### config.mk
export PLATFORM = sky130hd
export DESIGN_NAME = packbits_plane_decoder_unit
export DESIGN_NICKNAME = d
export VERILOG_FILES = /design/src/rtl/core/pbd_pkg.sv /design/src/rtl/core/pbd_decode.sv /design/src/rtl/core/pbd_out_reg.sv /design/src/rtl/core/packbits_plane_decoder_unit.sv
export SDC_FILE = /design/constraint.sdc
export NUM_CORES = 1
export LEC_CHECK = 0
export ABC_AREA = 1
export BUFFER_PORTS_ARGS = -buffer_cell sky130_fd_sc_hd__buf_2
export CELL_PAD_IN_SITES_DETAIL_PLACEMENT = 2
export CELL_PAD_IN_SITES_GLOBAL_PLACEMENT = 2
export CORE_MARGIN = 2
export CORE_UTILIZATION = 37
export CTS_CLUSTER_SIZE = 30
export DETAILED_ROUTE_END_ITERATION = 8
export GPL_TIMING_DRIVEN = 0
export PLACE_DENSITY = 0.84
export SYNTH_ARGS = -nofsm -noshare
export SYNTH_HDL_FRONTEND = slang
export SYNTH_SLANG_ARGS = --single-unit
### constraint.sdc
create_clock -name clk -period 23.1 [get_ports clk]
set_input_delay 4.62 -clock clk [delete_from_list [all_inputs] [get_ports clk]]
set_output_delay 4.62 -clock clk [all_outputs]
set_load 0.005 [all_outputs]
### src/rtl/core/pbd_pkg.sv
package pbd_pkg;

  localparam int INDEX_BITS = 24;
  localparam int POS_W      = INDEX_BITS + 1;
  localparam int LEN_W      = 8;
  localparam int CFG_W      = 25;

  localparam logic [POS_W-1:0] PLANE_CAP = POS_W'(1) << INDEX_BITS;

  // decode phase codes
  localparam logic [1:0] PH_HEADER  = 2'd0;
  localparam logic [1:0] PH_RUN     = 2'd1;
  localparam logic [1:0] PH_LITERAL = 2'd2;
  localparam logic [1:0] PH_DROP    = 2'd3;

  // header byte that is skipped
  localparam logic [7:0] HDR_SKIP = 8'd128;

  // register indexes
  localparam logic CFG_PLANE_PIXELS = 1'b0;
  localparam logic CFG_CHANNEL      = 1'b1;

  // channel select codes
  localparam logic [2:0] CH_RED     = 3'd0;
  localparam logic [2:0] CH_GREEN   = 3'd1;
  localparam logic [2:0] CH_BLUE    = 3'd2;
  localparam logic [2:0] CH_ALPHA   = 3'd3;
  localparam logic [2:0] CH_DISCARD = 3'd4;

  // byte lanes of the packed pixel word
  localparam logic [1:0] LANE_BLUE  = 2'd0;
  localparam logic [1:0] LANE_GREEN = 2'd1;
  localparam logic [1:0] LANE_RED   = 2'd2;
  localparam logic [1:0] LANE_ALPHA = 2'd3;

  typedef struct packed {
    logic [INDEX_BITS-1:0] start_index;
    logic [7:0]            pixel_value;
    logic [LEN_W-1:0]      run_length;
    logic [1:0]            byte_lane;
    logic                  write_enable;
    logic                  plane_done;
  } pbd_result_t;

endpackage

### src/rtl/core/pbd_decode.sv
module pbd_decode (
  input  logic                     clk,
  input  logic                     rst_n,
  input  logic                     cfg_we,
  input  logic                     cfg_addr,
  input  logic [pbd_pkg::CFG_W-1:0] cfg_wdata,
  input  logic                     in_fire,
  input  logic [7:0]               in_byte,
  output logic                     res_valid,
  output pbd_pkg::pbd_result_t     res
);
  import pbd_pkg::*;

  logic [POS_W-1:0]      plane_pixels_r;
  logic [2:0]            channel_r;
  logic [1:0]            phase_r, phase_nxt;
  logic [LEN_W-1:0]      pending_r, pending_nxt;
  logic [INDEX_BITS-1:0] pos_r, pos_nxt;

  logic [POS_W-1:0]      lim;
  logic [INDEX_BITS-1:0] pos_base;
  logic [POS_W-1:0]      left;
  logic [LEN_W-1:0]      req_len;
  logic [LEN_W-1:0]      len;
  logic [POS_W-1:0]      pos_sum;
  logic                  done;
  logic                  emit;
  logic [LEN_W-1:0]      pending_dec;

  always_ff @(posedge clk) begin
    if (!rst_n) begin
      plane_pixels_r <= POS_W'(1);
      channel_r      <= CH_RED;
    end else if (cfg_we) begin
      case (cfg_addr)
        CFG_PLANE_PIXELS: plane_pixels_r <= cfg_wdata[POS_W-1:0];
        CFG_CHANNEL:      channel_r      <= cfg_wdata[2:0];
        default:          ;
      endcase
    end
  end

  // effective plane size: zero acts as one, capped at the index range
  always_comb begin
    if (plane_pixels_r == '0)
      lim = POS_W'(1);
    else if (plane_pixels_r > PLANE_CAP)
      lim = PLANE_CAP;
    else
      lim = plane_pixels_r;
  end

  always_comb begin
    pos_base = ({1'b0, pos_r} >= lim) ? '0 : pos_r;
    left     = lim - {1'b0, pos_base};
    req_len  = (phase_r == PH_RUN) ? pending_r : LEN_W'(1);
    len      = ({{(POS_W-LEN_W){1'b0}}, req_len} > left) ? left[LEN_W-1:0] : req_len;
    pos_sum  = {1'b0, pos_base} + {{(POS_W-LEN_W){1'b0}}, len};
    done     = (pos_sum >= lim);
    pending_dec = pending_r - LEN_W'(1);
  end

  always_comb begin
    res.start_index  = pos_base;
    res.run_length   = len;
    res.plane_done   = done;
    res.pixel_value  = in_byte;
    res.write_enable = 1'b1;
    case (channel_r)
      CH_RED:   res.byte_lane = LANE_RED;
      CH_GREEN: res.byte_lane = LANE_GREEN;
      CH_BLUE:  res.byte_lane = LANE_BLUE;
      CH_ALPHA: begin
        res.byte_lane   = LANE_ALPHA;
        res.pixel_value = ~in_byte;
      end
      default: begin
        res.byte_lane    = LANE_BLUE;
        res.write_enable = 1'b0;
      end
    endcase
  end

  assign emit      = (phase_r == PH_RUN) || (phase_r == PH_LITERAL);
  assign res_valid = in_fire && emit;

  always_comb begin
    phase_nxt   = phase_r;
    pending_nxt = pending_r;
    pos_nxt     = pos_r;
    case (phase_r)
      PH_HEADER: begin
        if (in_byte < HDR_SKIP) begin
          phase_nxt   = PH_LITERAL;
          pending_nxt = in_byte + LEN_W'(1);
        end else if (in_byte > HDR_SKIP) begin
          phase_nxt   = PH_RUN;
          pending_nxt = LEN_W'(9'd257 - {1'b0, in_byte});
        end
      end
      PH_RUN: begin
        phase_nxt   = PH_HEADER;
        pending_nxt = '0;
        pos_nxt     = done ? '0 : pos_sum[INDEX_BITS-1:0];
      end
      PH_LITERAL: begin
        pending_nxt = pending_dec;
        pos_nxt     = done ? '0 : pos_sum[INDEX_BITS-1:0];
        if (pending_dec == '0)
          phase_nxt = PH_HEADER;
        else if (done)
          phase_nxt = PH_DROP; // rest of literal falls past plane end
      end
      default: begin
        pending_nxt = pending_dec;
        if (pending_dec == '0)
          phase_nxt = PH_HEADER;
      end
    endcase
  end

  always_ff @(posedge clk) begin
    if (!rst_n) begin
      phase_r   <= PH_HEADER;
      pending_r <= '0;
      pos_r     <= '0;
    end else if (in_fire) begin
      phase_r   <= phase_nxt;
      pending_r <= pending_nxt;
      pos_r     <= pos_nxt;
    end
  end

endmodule

### src/rtl/core/pbd_out_reg.sv
module pbd_out_reg (
  input  logic                 clk,
  input  logic                 rst_n,
  input  logic                 res_valid,
  input  pbd_pkg::pbd_result_t res,
  output logic                 slot_free,
  output logic                 out_valid,
  input  logic                 out_ready,
  output pbd_pkg::pbd_result_t out_res
);
  import pbd_pkg::*;

  logic        valid_r, valid_nxt;
  pbd_result_t data_r;

  // slot frees in the same cycle the held beat is taken
  assign slot_free = !valid_r || out_ready;

  always_comb begin
    valid_nxt = valid_r;
    if (slot_free)
      valid_nxt = res_valid;
  end

  always_ff @(posedge clk) begin
    if (!rst_n)
      valid_r <= 1'b0;
    else
      valid_r <= valid_nxt;
  end

  always_ff @(posedge clk) begin
    if (slot_free && res_valid)
      data_r <= res;
  end

  assign out_valid = valid_r;
  assign out_res   = data_r;

endmodule

### src/rtl/core/packbits_plane_decoder_unit.sv
// PackBits plane decoder: takes one compressed byte per beat and turns headers,
// run values and literal bytes into pixel writes (start index, value, length,
// byte lane). A byte is accepted every cycle while the result register is
// empty or being drained; a write appears on the output in the cycle after the
// byte that caused it, and header or dropped bytes give no output beat. The
// only stall source is the single output register: when a result is held and
// out_tready is low, in_tready drops. Configure plane_pixels and
// channel_select only while no beat is in flight.
module packbits_plane_decoder_unit (
  input  logic                      clk,
  input  logic                      rst_n,
  input  logic                      cfg_we,
  input  logic                      cfg_addr,
  input  logic [pbd_pkg::CFG_W-1:0] cfg_wdata,
  input  logic                      in_tvalid,
  output logic                      in_tready,
  input  logic [7:0]                in_tdata,   // [7:0] in_byte
  output logic                      out_tvalid,
  input  logic                      out_tready,
  output logic [39:0]               out_tdata,  // [23:0] start_index, [31:24] pixel_value,
                                                // [39:32] run_length
  output logic [2:0]                out_tuser,  // [1:0] byte_lane, [2] write_enable
  output logic                      out_tlast   // plane_done
);
  import pbd_pkg::*;

  logic        slot_free;
  logic        in_fire;
  logic        res_valid;
  pbd_result_t res;
  pbd_result_t out_res;

  assign in_tready = slot_free;
  assign in_fire   = in_tvalid && slot_free;

  pbd_decode u_decode (
    .clk       (clk),
    .rst_n     (rst_n),
    .cfg_we    (cfg_we),
    .cfg_addr  (cfg_addr),
    .cfg_wdata (cfg_wdata),
    .in_fire   (in_fire),
    .in_byte   (in_tdata),
    .res_valid (res_valid),
    .res       (res)
  );

  pbd_out_reg u_out_reg (
    .clk       (clk),
    .rst_n     (rst_n),
    .res_valid (res_valid),
    .res       (res),
    .slot_free (slot_free),
    .out_valid (out_tvalid),
    .out_ready (out_tready),
    .out_res   (out_res)
  );

  assign out_tdata = {out_res.run_length, out_res.pixel_value, out_res.start_index};
  assign out_tuser = {out_res.write_enable, out_res.byte_lane};
  assign out_tlast = out_res.plane_done;

  a_len_range: assert property (@(posedge clk) disable iff (!rst_n)
    out_tvalid |-> (out_res.run_length != '0) && (out_res.run_length <= LEN_W'(128)))
    else $error("run_length out of range");

  a_discard_lane: assert property (@(posedge clk) disable iff (!rst_n)
    (out_tvalid && !out_res.write_enable) |-> (out_res.byte_lane == LANE_BLUE))
    else $error("discarded write carries a nonzero lane");

  a_reset_empty: assert property (@(posedge clk)
    !rst_n |=> !out_tvalid)
    else $error("output valid right after reset");

  a_fit_index: assert property (@(posedge clk) disable iff (!rst_n)
    out_tvalid |-> ({1'b0, out_res.start_index} + POS_W'(out_res.run_length)) <= PLANE_CAP)
    else $error("write runs past the index range");

endmodule
==> results.yml, run 1 <==
clocking:
  cts_setup_buffers: 0
  clock-sinks: 107
  ctsResizeCount: 0
  clockRootBuffer: "clkbuf_16"
  clkSlewWorstSetupHoldPaths_ps: 90
  postCtsHoldBufs: 0
  cts_tree: "done"
  cts_max_path_buffers: 2
  numCtsBuffers: 9
  clock_latency_ps: 360
  cts_max_level: 3
floorplanning:
  die-area_sq_um: 24180
  core_area_sq_um: 22570
  start_util_pct: 37.63
  io_pins: 85
  die_h_um: 155.5
  dieWidth_um: 155.5
  fp-row-count: 55
global_routing:
  grt_use_total_pct: 26.81
  grt_pass1_wl_um: 50600
  grt_antenna_before_repair: 0
  grt_pass1_vias: 9456
  grt_overflow_total: 0
  grt_max_degree: 34
cells_and_area:
  final_cell_mix: "278 x nand2_1, 182 x inv_1, 121 x nor2_1, 117 x a21oi_1, 98 x ha_1"
  final_common_cell: "nand2_1"
  diodes: 0
  multiInputGateArea_sq_um: 5142
  fin_area_sq_um: 9604
  area_growth_syn_to_layout_pct: 13.08
  seq_area_sq_um: 2582
  fillers: 2797
  nets: 1433
  final_layout_size_suffix_gt1_share_pct: 10.47
place:
  io_buffers: 83
  place_congestion: 0.9110
  post_dp_cell_area_sq_um: 9293
  dpl.hpwl_um: 25810
setup_path:
  critPathKind: "reg -> reg"
  worstPathArrival_ps: 12360
  r2r_cells: 60
  crit_path_max_incr_delay_ps: 560
  cp-end-kind: "register"
  critPathLaunchType: "register"
  worstPathMaxFanout: 10
  r2r_end: "u_decode.pos_r[8]"
  crit_path_frequent_cell: "nand2_1"
  r2r-start: "u_decode.plane_pixels_r[6]"
  cp.required_ps: 23370
  worst-r2r-setup-slack_ps: 11010
  cp_slowest_cell: "nor2_1"
route:
  dr.pass1.iters: 4
  vias: 8446
  drt_first_iter_violations: 236
  vias_per_cell: 5.332
  wl_um: 31650
  wl_per_cell_um: 19.98
  ant_nets: 0
  drc: 0
timing:
  finalSetupViolations: 0
  rsz0062_at_grt: "false"
  hold_viol: 0
  drv_slew: 0
  fin_crit_sh_pct: 52.35
  min_period_ps: 12090
  fmax_mhz: 82.70
  finalClockSkew_ps: 15.22
  worstMarginPinSlew_ps: 767.7
  maxSlewHeadroom_pct: 48.58
  fin_setup_tns_ps: 0
logic_synthesis:
  ys_types: 44
  synth_area_sq_um: 8493
  synth_ff_type: "dfxtp_1"
  syn-num-nets: 1338
  ys_async_sr_fraction_pct: 0
  synth_edf_count: 44
  ys_ff_latch: 107
  ys_warn_count: 0
  syn_avg_cell_area_sq_um: 7.084
  synthCells: 1199
  ys_seq_area_share_pct: 30.41
power_and_ir_drop:
  power_density_nw_per_um2: 72.06
  power_leakage_nw: 4.768
  vdd_drop_max_uv: 39.65
  p_total_uw: 692.0
hold_path:
  whs_path_depth: 2
  hold_path_class: "reg -> reg"
  hold_end: "u_decode.plane_pixels_r[20]"
  worstHoldStart: "u_decode.plane_pixels_r[20]"
job:
  drv_cap: 0
status:
  status: "complete, no violations"
-- metal layers --
layer | wire (um) | up-vias | track usage (%)
met1 | 14250 | 4176 | 33.25
met4 | 346 | 0 | 4.281
met2 | 16240 | 119 | 50.42
met5 | 0 | - | 0
met3 | 805 | 23 | 3.203
li1 | - | 4128 | -
-- worst max-delay path: cells and delay by family (launching register included) --
family,cells,cell delay [ps]
flip-flops,1,310
buffers and inverters,11,2050
adder cells (fa/ha/maj),6,2130
XOR/XNOR,1,290
AND/OR/NAND/NOR,33,5400
AO/OA/AOI/OAI,9,1820
-- flip-flops by register name (all words and copies together) (netlist names) --
signal / flops
u_decode.phase_r: 2
u_decode.pos_r: 24
u_decode.plane_pixels_r: 25
u_decode.pending_r: 8
u_out_reg.out_valid: 1
u_out_reg.out_res: 44
u_decode.channel_r: 3
-- power by group --
part           switching [mW]  total, mW  internal (mW)
Sequential             0.0120      0.241          0.229
Clock                  0.0764      0.172         0.0955
Combinational           0.188      0.279         0.0912
Total                   0.276      0.692          0.416
-- cell type report --
type	instances	share of cell area [%]
buffer	19	0.8077
clock buffer	12	2.462
timing repair buffer	84	4.534
tap	285	3.713
inverter	186	7.269
multi-input combinational	887	53.54
sequential	107	26.89
clock inverter	4	0.7817
-- synth_stat cells (7+ instances only) --
cell type  number  area share (%)
nor2_1        122             5.4
o21ai_0        61             3.6
nor4_1          8            0.59
nor2_2          7            0.52
nand4_1        26             1.9
nand3_1        60             3.5
xnor2_1         9            0.93
edfxtp_1       44              16
clkbuf_1       16            0.71
xor2_1         31             3.2
ha_1           98              14
a21oi_1       117             6.9
nor3_1          9            0.53
nand2_1       278              12
inv_1         182             8.0
dfxtp_1        63              15
-- through the flow --
stage	instances	setup slack, ps	utilization [%]	hold WS (ps)
after CTS	1584	11080	42.55	495.6
final	1584	11010	42.55	487.1
after global routing	1584	10180	42.55	523.4
after detailed placement	1568	11270	41.17	482.1
after global placement	1567	11740	41.05	454.2
after floorplan	1199	13690	-	445.3
-- cells by family (layout without fill, tap and decap cells) --
logic type / Yosys count / count (layout) / synth area share [%]
buf+inv: 205 / 305 / 9.134
xor+xnor: 42 / 42 / 4.508
fa+ha+maj: 100 / 100 / 14.91
simple gates: 541 / 541 / 28.27
flops: 107 / 107 / 30.41
compound gates: 204 / 204 / 12.77
-- how the worst max path moves through the flow --
stage,start,slack (ps),to,cells after the start
finish,u_decode.plane_pixels_r[6],11010,u_decode.pos_r[8],60
global route,u_decode.plane_pixels_r[6],10180,u_decode.pos_r[8],60
CTS,u_decode.plane_pixels_r[6],11080,u_decode.pos_r[8],57
detailed placement,u_decode.plane_pixels_r[7],11270,u_decode.pos_r[8],57
global placement,u_decode.plane_pixels_r[6],11740,u_decode.pos_r[1],57
floorplan,out_tready,13690,in_tready,2
Power figures use the tool's default switching activity.
==> inputs of run 2 (changes only) <==
--- a/config.mk
+++ b/config.mk
@@ -10,11 +10,11 @@
 export CELL_PAD_IN_SITES_DETAIL_PLACEMENT = 2
 export CELL_PAD_IN_SITES_GLOBAL_PLACEMENT = 2
 export CORE_MARGIN = 2
-export CORE_UTILIZATION = 37
+export CORE_UTILIZATION = 34
 export CTS_CLUSTER_SIZE = 30
 export DETAILED_ROUTE_END_ITERATION = 8
 export GPL_TIMING_DRIVEN = 0
-export PLACE_DENSITY = 0.84
+export PLACE_DENSITY = 0.77
 export SYNTH_ARGS = -nofsm -noshare
 export SYNTH_HDL_FRONTEND = slang
 export SYNTH_SLANG_ARGS = --single-unit
==> constraint.sdc (replaced) <==
create_clock -name clk -period 11.2 [get_ports clk]
set_input_delay 2.24 -clock clk [delete_from_list [all_inputs] [get_ports clk]]
set_output_delay 2.24 -clock clk [all_outputs]
set_load 0.005 [all_outputs]
==> results.yml, run 2 (same netlist as run 1, synthesis figures left out) <==
route:
  drc: 0
  dr.pass1.iters: 4
  vias: 8405
  ant_nets: 0
  vias_per_cell: 5.172
  wl_per_cell_um: 18.73
  wl_um: 30440
  drt_first_iter_violations: 295
setup_path:
  cp-end-kind: "register"
  worstPathMaxFanout: 10
  crit_path_frequent_cell: "nand2_1"
  critPathLaunchType: "register"
  worstPathArrival_ps: 10660
  critPathKind: "reg -> reg"
  cp_slowest_cell: "fa_1"
  cp.required_ps: 11480
  crit_path_max_incr_delay_ps: 420
timing:
  hold_viol: 0
  finalSetupViolations: 0
  finalClockSkew_ps: 14.91
  min_period_ps: 10380
  fmax_mhz: 96.36
  maxSlewHeadroom_pct: 50.23
  drv_slew: 0
  worstMarginPinSlew_ps: 743.1
  fin_ws_ps: 822.0
  fin_crit_sh_pct: 92.66
cells_and_area:
  diodes: 0
  final_layout_size_suffix_gt1_share_pct: 12.07
  final_cell_mix: "276 x nand2_1, 182 x inv_1, 116 x a21oi_1, 114 x nor2_1, 98 x ha_1"
  area_growth_syn_to_layout_pct: 14.85
  final_common_cell: "nand2_1"
  reg.largest.list: "u_out_reg.out_res (44), u_decode.plane_pixels_r (25), u_decode.pos_r (24)"
  regMostFlops: "u_out_reg.out_res"
  nets: 1435
  fillers: 3013
  largest_reg_flops: 44
floorplanning:
  die-area_sq_um: 26260
  io_pins: 85
  fp-row-count: 57
  die_h_um: 162.1
  core_area_sq_um: 24390
  dieWidth_um: 162.1
  start_util_pct: 34.82
global_routing:
  grt_overflow_total: 0
  grt_antenna_before_repair: 0
  grt_use_total_pct: 23.57
  grt_pass1_vias: 8913
  grt_pass1_wl_um: 48160
  grt_max_degree: 34
place:
  place_ws_ps: -518.7
  place_congestion: 0.8269
  io_buffers: 83
  dpl.hpwl_um: 25430
power_and_ir_drop:
  power_density_nw_per_um2: 147.1
  power_leakage_nw: 4.814
  vdd_drop_max_uv: 117.6
  p_total_mw: 1.435
clocking:
  clock-sinks: 107
  clockRootBuffer: "clkbuf_16"
  cts_max_level: 3
  cts_tree: "done"
  cts_max_path_buffers: 2
  clkSlewWorstSetupHoldPaths_ps: 70
  numCtsBuffers: 9
  clock_latency_ps: 370
  postCtsHoldBufs: 0
status:
  status: "complete, no violations"
job:
  drv_cap: 0
hold_path:
  hold_path_class: "reg -> reg"
## run 2: changes by cell type in the layout (fill, tap and decap cells not counted), sizes merged
cell	change
buf	+4
clkinv	+2
inv	+3
clkinvlp	-2
clkbuf	-5
## run 2: power by group
group	leakage, nW	internal (mW)	switching, mW	total (mW)
clock	0.161	0.198	0.165	0.363
combinational	3.73	0.193	0.384	0.577
sequential	0.928	0.472	0.0226	0.495
total	4.81	0.863	0.571	1.43
## run 2: final timing paths
path | start | endpoint | slack [ps] | cells past startpoint
max | u_decode.plane_pixels_r[7] | u_decode.pos_r[13] | 820 | 59
min | u_decode.plane_pixels_r[1] | u_decode.plane_pixels_r[1] | 490 | 2
max reg2reg | u_decode.plane_pixels_r[7] | u_decode.pos_r[13] | 820 | 59
min reg2reg | u_decode.plane_pixels_r[1] | u_decode.plane_pixels_r[1] | 490 | 2
## run 2: area by class of cell
type	count	area, sq um	share of cell area, %
multi-input combinational	887	5214	53.45
sequential	107	2582	26.48
inverter	186	698.2	7.158
timing repair buffer	86	450.4	4.618
tap	324	405.4	4.156
clock buffer	9	225.2	2.309
clock inverter	7	96.34	0.9877
buffer	19	82.58	0.8466
## run 2: metal layers
layer	part of all wire [%]	global-route usage [%]
met5	0	0
met4	1.2	5.068
met3	2.6	2.120
met2	49	41.20
met1	48	31.70
## run 2: repair_timing
| item | in CTS | in global routing |
|---|---|---|
| resized for setup | 4 | 21 |
| setup buffers | 1 | 1 |
| pin swaps | 1 | 1 |
| endpoints found under the setup margin | 24 | 27 |
## run 2: worst max-delay path: cells and delay by family, from the launching register on
kind | cells | cell delay [ps]
buffers and inverters | 10 | 1590
adder cells (fa/ha/maj) | 6 | 1970
flip-flops | 1 | 300
AND/OR/NAND/NOR | 32 | 4240
XOR/XNOR | 1 | 230
AO/OA/AOI/OAI | 10 | 1900
## run 2: through the flow
stage / hold WS (ps) / instances / setup TNS, ps / utilization, % / area [sq um]
floorplan: 445.3 / 1199 / 0 / - / 8493
global placement: 455.2 / 1606 / -5238 / 38.19 / 9314
detailed placement: 479.3 / 1607 / -8972 / 38.30 / 9341
CTS: 491.1 / 1624 / 0 / 39.71 / 9686
global route: 520.2 / 1625 / -189.0 / 39.99 / 9754
finish: 486.6 / 1625 / 0 / 39.99 / 9754
==> inputs of run 3 (changes only) <==
--- a/config.mk
+++ b/config.mk
@@ -7,14 +7,14 @@
 export LEC_CHECK = 0
 export ABC_AREA = 1
 export BUFFER_PORTS_ARGS = -buffer_cell sky130_fd_sc_hd__buf_2
-export CELL_PAD_IN_SITES_DETAIL_PLACEMENT = 2
+export CELL_PAD_IN_SITES_DETAIL_PLACEMENT = 1
 export CELL_PAD_IN_SITES_GLOBAL_PLACEMENT = 2
 export CORE_MARGIN = 2
-export CORE_UTILIZATION = 34
+export CORE_UTILIZATION = 31
 export CTS_CLUSTER_SIZE = 30
 export DETAILED_ROUTE_END_ITERATION = 8
 export GPL_TIMING_DRIVEN = 0
-export PLACE_DENSITY = 0.77
+export PLACE_DENSITY = 0.74
 export SYNTH_ARGS = -nofsm -noshare
 export SYNTH_HDL_FRONTEND = slang
 export SYNTH_SLANG_ARGS = --single-unit
==> constraint.sdc (replaced) <==
create_clock -name clk -period 9.3 [get_ports clk]
set_input_delay 1.86 -clock clk [delete_from_list [all_inputs] [get_ports clk]]
set_output_delay 1.86 -clock clk [all_outputs]
set_load 0.005 [all_outputs]
==> results.yml, run 3 (same netlist as run 1, synthesis figures left out) <==
status:
  status: "complete, no violations"
timing:
  fin_setup_tns_ps: 0
  fin_ws_ps: 441.3
  finalSetupViolations: 0
  fmax_mhz: 112.9
  fin_crit_sh_pct: 95.26
  min_period_ps: 8859
  finalClockSkew_ps: 15.37
  maxSlewHeadroom_pct: 43.87
  rsz0062_at_grt: "true"
  hold_viol: 0
  worstMarginPinSlew_ps: 833.1
  worst_hold_slack_ps: 464.1
  drv_slew: 0
hold_path:
  hold_end: "u_decode.plane_pixels_r[6]"
  whs_path_depth: 2
  worstHoldStart: "u_decode.plane_pixels_r[6]"
  hold_path_class: "reg -> reg"
route:
  wl_per_cell_um: 17.60
  vias: 8472
  wl_um: 30110
  drt_first_iter_violations: 298
  dr.pass1.iters: 4
  vias_per_cell: 4.951
  ant_nets: 0
  drc: 0
setup_path:
  crit_path_max_incr_delay_ps: 390
  r2r-start: "u_decode.plane_pixels_r[4]"
  cp-end-kind: "register"
  critPathLaunchType: "register"
  cp_slowest_cell: "fa_2"
  crit_path_frequent_cell: "nor2_4"
  cp.required_ps: 9520
  worstPathMaxFanout: 8
  r2r_end: "u_decode.pos_r[2]"
  worst-r2r-setup-slack_ps: 440
  r2r_cells: 63
  critPathKind: "reg -> reg"
  worstPathArrival_ps: 9080
global_routing:
  grt_overflow_total: 0
  grt_max_degree: 32
  grt_pass1_wl_um: 45110
  grt_use_total_pct: 20.34
  grt_antenna_before_repair: 0
  grt_pass1_vias: 8330
power_and_ir_drop:
  swShare_pct: 39.98
  vdd_drop_max_uv: 79.84
  power_density_nw_per_um2: 164.5
  comb_power_share_pct: 46.0
  p_int_mw: 1.126
  power_switching_uw: 750.1
  power.share.sequential_pct: 31.8
  p_clk_share_pct: 22.2
  power_leakage_nw: 5.282
floorplanning:
  core_area_sq_um: 26950
  die_h_um: 169.5
  start_util_pct: 31.51
  fp-row-count: 60
  dieWidth_um: 169.5
  die-area_sq_um: 28740
  io_pins: 85
cells_and_area:
  area_growth_syn_to_layout_pct: 34.27
  final_common_cell: "nand2_1"
  reg.largest.list: "u_out_reg.out_res (44), u_decode.plane_pixels_r (25), u_decode.pos_r (24)"
  largest_reg_flops: 44
  fillers: 3335
  final_util_pct: 42.31
  diodes: 0
  regMostFlops: "u_out_reg.out_res"
  final_cell_mix: "239 x nand2_1, 152 x inv_1, 99 x a21oi_1, 93 x nor2_1, 83 x buf_2"
  nets: 1504
  final_layout_size_suffix_gt1_share_pct: 28.03
place:
  place_congestion: 0.8389
  dpl.hpwl_um: 23400
  place_ws_ps: -2379
  io_buffers: 83
clocking:
  clkSlewWorstSetupHoldPaths_ps: 80
  clock-sinks: 107
  clock_latency_ps: 370
  cts_max_path_buffers: 2
  clockRootBuffer: "clkbuf_16"
  postCtsHoldBufs: 0
  cts_tree: "done"
  cts_max_level: 3
  numCtsBuffers: 9
job:
  drv_cap: 0
run 3: final cells by class:
cell class	instances	area [sq um]	share of cell area, %
clock buffer	9	225.2	1.975
clock inverter	7	75.07	0.6583
tap	341	426.7	3.742
buffer	19	141.4	1.240
timing repair buffer	155	1069	9.370
multi-input combinational	887	6175	54.15
sequential	107	2584	22.66
inverter	186	708.2	6.210
run 3: repair_timing:
action                     4_1_cts  5_1_grt
pin swaps                       12       63
gates cloned                     2        2
buffers inserted                12       55
resized for setup               78      186
setup endpoints to repair       27       27
hold endpoints to repair         0        0
run 3: power by group through the flow:
stage	logic [mW]	registers (mW)	clock network, mW
3_3_place_gp	0.652	0.611	0
2_1_floorplan	0.430	0.612	0
4_1_cts	0.747	0.596	0.427
6_report	0.863	0.596	0.417
3_5_place_dp	0.670	0.606	0
5_1_grt	0.960	0.604	0.443
run 3: how the worst max path moves through the flow:
stage / startpoint / cells past startpoint / endpoint
CTS: u_decode.plane_pixels_r[19] / 59 / u_decode.pos_r[16]
detailed placement: u_decode.plane_pixels_r[7] / 57 / u_decode.pos_r[1]
finish: u_decode.plane_pixels_r[4] / 63 / u_decode.pos_r[2]
floorplan: u_decode.plane_pixels_r[7] / 60 / u_decode.pos_r[7]
global route: u_decode.plane_pixels_r[5] / 64 / u_decode.pos_r[18]
global placement: u_decode.plane_pixels_r[6] / 57 / u_decode.pos_r[1]
run 3: metal layers:
| metal | GRT usage [%] | share of wire, % | vias up |
|---|---|---|---|
| met1 | 28.24 | 49 | 4049 |
| met2 | 34.09 | 47 | 127 |
| met3 | 2.729 | 2.9 | 19 |
| li1 | - | - | 4277 |
| met4 | 3.642 | 1.2 | 0 |
| met5 | 0 | 0 | - |
run 3: worst max-delay path, delay by kind of cell, from the launching register on:
family / cells / cell delay, ps
adder cells (fa/ha/maj): 6 / 1710
AND/OR/NAND/NOR: 37 / 4440
XOR/XNOR: 2 / 350
AO/OA/AOI/OAI: 4 / 410
buffers and inverters: 14 / 1480
flip-flops: 1 / 310
run 3: metrics by stage:
stage	cells	area (sq um)	power [mW]
global route	1711	11400	2.008
global placement	1623	9335	1.263
CTS	1654	10090	1.769
detailed placement	1624	9363	1.276
finish	1711	11400	1.876
floorplan	1199	8493	1.041
